==> src/rtl/core/joint_velocity_root_correction_top_defines.svh <==
// Assertion macros for the joint velocity root correction block.
`ifndef JOINT_VELOCITY_ROOT_CORRECTION_TOP_DEFINES_SVH
`define JOINT_VELOCITY_ROOT_CORRECTION_TOP_DEFINES_SVH
`ifndef SYNTH
`define JVRC_ASSERT_NEVER(lbl, ck, rst_n, cond) \
	lbl: assert property (@(posedge ck) disable iff (!rst_n) !(cond)) \
	else $error("assertion failed");
`define JVRC_ASSERT_NEXT(lbl, ck, rst_n, pre, post) \
	lbl: assert property (@(posedge ck) disable iff (!rst_n) (pre) |=> (post)) \
	else $error("assertion failed");
`else
`define JVRC_ASSERT_NEVER(lbl, ck, rst_n, cond)
`define JVRC_ASSERT_NEXT(lbl, ck, rst_n, pre, post)
`endif
`endif

==> src/rtl/core/jvrc_pkg.sv <==
package jvrc_pkg;

	localparam int CORRECTED_JOINTS_DEF = 4;
	localparam int TABLE_ROWS = 4;
	localparam int QUEUE_DEPTH = 4;
	localparam int CW = 32;
	localparam int HW = 44;
	localparam int PW = 62;
	localparam int RW = 60;
	localparam logic [5:0] FIRST_RESET = 6'd29;
	localparam logic REG_FIRST_CORRECTED = 1'b0;

	typedef struct packed {
		logic [5:0] joint_index;
		logic signed [15:0] velocity_in;
		logic last_joint;
	} item_t;

	typedef struct packed {
		logic signed [23:0] velocity_out;
		logic was_corrected;
		logic last_out;
	} result_t;

	typedef struct packed {
		logic corr;
		logic [1:0] row;
		logic neg;
		logic [16:0] mag;
		logic signed [15:0] vel;
		logic last;
	} cls_t;

	typedef struct packed {
		logic full;
		logic empty;
	} q_status_t;

	localparam logic signed [CW-1:0] COEF [0:31] = '{
		-32'sd1337000, 32'sd7469138, -32'sd802030, 32'sd123745,
		32'sd3432579, 32'sd1452081, -32'sd32381, 32'sd16753,
		32'sd3123577, 32'sd4135125, -32'sd302324, 32'sd50765,
		32'sd6024856, 32'sd2828993, 32'sd103711, 32'sd41357,
		-32'sd1239810048, 32'sd1843593216, -32'sd535553638, 32'sd111902720,
		-32'sd757727232, 32'sd1135935488, -32'sd281667174, 32'sd49806049,
		32'sd3514499, 32'sd1767768, -32'sd60839, 32'sd12843,
		32'sd3466920, 32'sd2093351, -32'sd119210, 32'sd14904
	};

	function automatic logic signed [CW-1:0] coef(input logic [1:0] row, input logic neg,
		input logic [1:0] k);
		return COEF[{row, neg, k}];
	endfunction

endpackage

==> src/rtl/core/jvrc_front.sv <==
module jvrc_front #(
	parameter int CORRECTED_JOINTS = jvrc_pkg::CORRECTED_JOINTS_DEF
) (
	input  logic clk,
	input  logic arst_n,
	input  logic [5:0] first_joint,
	input  jvrc_pkg::item_t item,
	input  logic push,
	input  logic pop,
	output jvrc_pkg::cls_t head,
	output jvrc_pkg::q_status_t status
);
	localparam int QD = jvrc_pkg::QUEUE_DEPTH;
	localparam int AW = $clog2(QD);

	jvrc_pkg::cls_t cls;
	logic [6:0] offset;
	logic signed [16:0] vel_ext;
	jvrc_pkg::cls_t mem_q [0:QD-1];
	logic [AW-1:0] wr_q, rd_q;
	logic [AW:0] cnt_q;

	always_comb begin
		offset = {1'b0, item.joint_index} - {1'b0, first_joint};
		vel_ext = {item.velocity_in[15], item.velocity_in};
		cls.corr = (item.joint_index >= first_joint) &&
			(offset < 7'(CORRECTED_JOINTS)) && (offset < 7'(jvrc_pkg::TABLE_ROWS));
		cls.row = offset[1:0];
		cls.neg = item.velocity_in[15];
		cls.mag = cls.neg ? 17'(-vel_ext) : 17'(vel_ext);
		cls.vel = item.velocity_in;
		cls.last = item.last_joint;
	end

	always_ff @(posedge clk) begin
		if (push) begin
			mem_q[wr_q] <= cls;
		end
	end

	always_ff @(posedge clk or negedge arst_n) begin
		if (!arst_n) begin
			wr_q <= '0;
			rd_q <= '0;
			cnt_q <= '0;
		end else begin
			if (push) wr_q <= wr_q + 1'b1;
			if (pop) rd_q <= rd_q + 1'b1;
			cnt_q <= cnt_q + (AW+1)'(push) - (AW+1)'(pop);
		end
	end

	assign head = mem_q[rd_q];
	assign status.full = (cnt_q == (AW+1)'(QD));
	assign status.empty = (cnt_q == '0);
endmodule

==> config.mk <==
export PLATFORM = sky130hd
export DESIGN_NAME = jvrc_front
export DESIGN_NICKNAME = d
export VERILOG_FILES = /design/src/rtl/core/joint_velocity_root_correction_top_defines.svh /design/src/rtl/core/jvrc_pkg.sv /design/src/rtl/core/jvrc_front.sv
export SDC_FILE = /design/constraint.sdc
export NUM_CORES = 1
export LEC_CHECK = 0
export ABC_CLOCK_PERIOD_IN_PS = 2100
export BUFFER_PORTS_ARGS = -buffer_cell sky130_fd_sc_hd__buf_2
export CAP_MARGIN = 20
export CORE_MARGIN = 4
export CORE_UTILIZATION = 47
export DETAILED_ROUTE_END_ITERATION = 10
export MAX_ROUTING_LAYER = met4
export PLACE_DENSITY = 0.67
export SLEW_MARGIN = 20
export SYNTH_ARGS = -nofsm -noshare
export SYNTH_HDL_FRONTEND = slang
export SYNTH_SLANG_ARGS = --single-unit
==> constraint.sdc <==
create_clock -name clk -period 2.1 [get_ports clk]
set_input_delay 0.105 -clock clk [delete_from_list [all_inputs] [get_ports clk]]
set_output_delay 0.105 -clock clk [all_outputs]
set_load 0.005 [all_outputs]
==> flow_summary.json <==
{
  "grt_max_degree": 33,
  "swShare": 0.267,
  "first_pass_iters": 4,
  "hold_class": "in -> async",
  "fin_cells": 600,
  "ctsHoldBuffers": 17,
  "fmax_ghz": 0.515,
  "synth.distinct_cells": 34,
  "grt_pass1_wl_mm": 17.2,
  "fp.dieH_um": 122,
  "netSwitchingPower_mw": 2.65,
  "min_period_over_period": 0.924,
  "rsz0062_at_grt": "no",
  "power_frac_comb": 0.279,
  "grtUsageTotal": 0.162,
  "ys_ff_latch": 151,
  "worst_slack_ns": 0.160,
  "cts.sinks": 151,
  "insertion_delay_ns": 0.41,
  "port_buffers": 72,
  "initial_utilization": 0.483,
  "p_clk_frac": 0.300,
  "ant_nets": 0,
  "grtUsageMet3": 0.0464,
  "core-area_mm2": 0.0127,
  "path_max_fanout": 6,
  "final.setup.tns_ns": 0,
  "root_buffer": "clkbuf_16",
  "overflow": 0,
  "intPower_mw": 7.27,
  "grt-busiest-layer": "met2",
  "grt_pass1_vias": 3242,
  "finalClockSkew_ns": 0.00510,
  "multiInputGateArea_mm2": 0.00152,
  "drive_gt1_frac": 0.374,
  "finalSetupViolCount": 0,
  "fp.dieArea_mm2": 0.0149,
  "postLayoutCellArea_mm2": 0.00758,
  "post_cts_buffers": 0,
  "hpwl_mm": 6.82,
  "grt_use_met1": 0.216,
  "p_per_area_mw_per_mm2": 1310,
  "place_area_mm2": 0.00682,
  "vdd_ir_drop_max_mv": 0.584,
  "status": "completed",
  "yosys_warnings": 0,
  "htree_levels": 4,
  "io_pins": 73,
  "numCtsBuffers": 17,
  "met2_usage": 0.248,
  "drc": 0,
  "arrival_ns": 2.07,
  "vias": 3105,
  "yosysSeqAreaShare": 0.735,
  "antenna_found_initial": 0,
  "seq_area_mm2": 0.00450,
  "cts_tree": "built",
  "dp_slack_ns": 0.0296,
  "die_width_um": 122,
  "wirelength_mm": 10.8,
  "hold_violations": 0,
  "areaGrowthSynthToFinish_pct": 23.8,
  "power_frac_seq": 0.422,
  "syn_area_mm2": 0.00612,
  "cts.reportedPaths.clkPinSlew_ns": 0.06,
  "ctsResizeCount": 0,
  "syn_avg_cell_area_um2": 20.3,
  "p_leak_nw": 2.71,
  "rows": 41,
  "n_fill_cell": 942,
  "endpoint_kind": "flop",
  "placed_cells": 551,
  "post_synth_inst_count": 302,
  "antenna_cells": 0,
  "fin_crit_ns": 1.94,
  "cap_viol_max_count": 0,
  "vias_per_cell": 5.18,
  "drt_iter0_drc": 204,
  "crit_required_ns": 2.23,
  "cts_buffer_depth": 2,
  "critPathKind": "in -> reg",
  "gp_congestion": 0.772,
  "maxSlewViolCount": 0,
  "wl_per_cell_um": 18.0,
  "worstSetupStartpointType": "primary input",
  "finalNetCount": 463
}
## final cells by class
| type | instances | share of cell area |
|---|---|---|
| clock inverters | 13 | 0.0203 |
| flip-flops and latches | 151 | 0.594 |
| clock buffers | 19 | 0.0571 |
| well taps | 172 | 0.0284 |
| repair buffers | 102 | 0.0911 |
| inverters | 17 | 0.00842 |
| multi-input cells | 126 | 0.201 |
## worst max-delay path: stages
cell and delay (ns):
dlygate4sd3_1 0.54, buf_2 0.16, inv_1 0.10, ha_1 0.16, nand2_1 0.06, or3_2 0.50
o21ai_0 0.28, xnor2_1 0.17
## synthesized netlist by cell type
| master | instances | area (um2) |
|---|---|---|
| a21o_1 | 1 | 7.51 |
| a21oi_1 | 2 | 10.0 |
| and2_1 | 4 | 25.0 |
| buf_1 | 3 | 11.3 |
| buf_2 | 3 | 15.0 |
| buf_4 | 2 | 15.0 |
| clkbuf_1 | 3 | 11.3 |
| conb_1 | 1 | 3.75 |
| dfrtp_1 | 7 | 175 |
| edfxtp_1 | 144 | 4320 |
| fa_1 | 2 | 40.0 |
| ha_1 | 13 | 163 |
| inv_1 | 17 | 63.8 |
| mux2i_1 | 2 | 20.0 |
| mux4_2 | 36 | 811 |
| nand2_1 | 7 | 26.3 |
| nand2b_1 | 1 | 6.26 |
| nand3_1 | 1 | 5.00 |
| nor2_1 | 6 | 22.5 |
| nor2b_1 | 2 | 12.5 |
| nor3_1 | 2 | 10.0 |
| nor3b_1 | 1 | 7.51 |
| nor4_1 | 2 | 12.5 |
| o21a_1 | 2 | 15.0 |
| o21ai_0 | 6 | 30.0 |
| o21ai_2 | 1 | 8.76 |
| o31ai_1 | 5 | 37.5 |
| o41ai_1 | 1 | 8.76 |
| or2_2 | 1 | 6.26 |
| or3_2 | 1 | 7.51 |
| or3_4 | 2 | 22.5 |
| or4_4 | 1 | 11.3 |
| xnor2_1 | 18 | 158 |
| xor2_1 | 2 | 17.5 |
## layer usage
metal	up-vias	share of wire
met5	-	0
met4	0	0.0099
met3	10	0.059
met2	93	0.48
met1	1574	0.45
li1	1428	-
## worst paths after layout
| check | startpoint | depth (start not counted) | slack (ns) | end |
|---|---|---|---|---|
| max in group asynchronous | arst_n | 2 | 1.85 | rd_q[0]$_DFFE_PN0P_ |
| min in group clk | item[7] | 2 | 0.08 | mem_q[0][7]$_DFFE_PP_ |
| max | item[2] | 8 | 0.16 | mem_q[2][29]$_DFFE_PP_ |
| min | arst_n | 2 | 0.06 | cnt_q[0]$_DFF_PN0_ |
| max reg2reg | cnt_q[0]$_DFF_PN0_ | 8 | 0.44 | cnt_q[2]$_DFF_PN0_ |
| min reg2reg | cnt_q[2]$_DFF_PN0_ | 1 | 0.50 | cnt_q[2]$_DFF_PN0_ |
## state kept, by name (all words and copies together), names as in the netlist
| signal | count |
|---|---|
| rd_q | 2 |
| mem_q | 144 |
| cnt_q | 3 |
| wr_q | 2 |
## kinds of logic (layout without fill, tap and decap cells)
kind of cell	Yosys count	in the layout	synth area share
XOR/XNOR	20	20	0.0286
other	1	4	0.000613
buffers and inverters	28	151	0.0190
AND/OR/NAND/NOR	31	31	0.0286
AO/OA/AOI/OAI	18	18	0.0192
adder cells (fa/ha/maj)	15	15	0.0331
flip-flops	151	151	0.735
multiplexers	38	38	0.136
## cells in the final DEF, fill, tap and decap left out, drive strengths merged, types with 6 or more instances in the layout
cell,netlist,routed
nand2,7,7
inv,17,18
xnor2,18,18
o21ai,7,7
mux4,36,36
buf,8,85
nor2,6,6
edfxtp,144,144
ha,13,13
dfrtp,7,7
dlygate4sd3,0,17
clkbuf,3,19
## power groups by stage
stage | clock network, mW | registers, mW | logic (mW)
after floorplan | 0 | 4.17 | 1.72
after global placement | 0 | 4.22 | 2.81
after detailed placement | 0 | 4.25 | 2.82
after CTS | 3.02 | 4.19 | 2.86
after global routing | 3.17 | 4.23 | 3.05
final | 2.98 | 4.18 | 2.76
## per-stage QoR
stage	power [mW]	hold WS (ns)	utilization
4_1_cts	10.1	0.0507	0.598
3_5_place_dp	7.07	-0.0414	0.538
3_3_place_gp	7.02	-0.0460	0.538
6_report	9.92	0.0641	0.598
2_1_floorplan	5.90	-0.191	-
5_1_grt	10.5	0.0600	0.598
No activity file was read; power rests on OpenSTA's default activity.
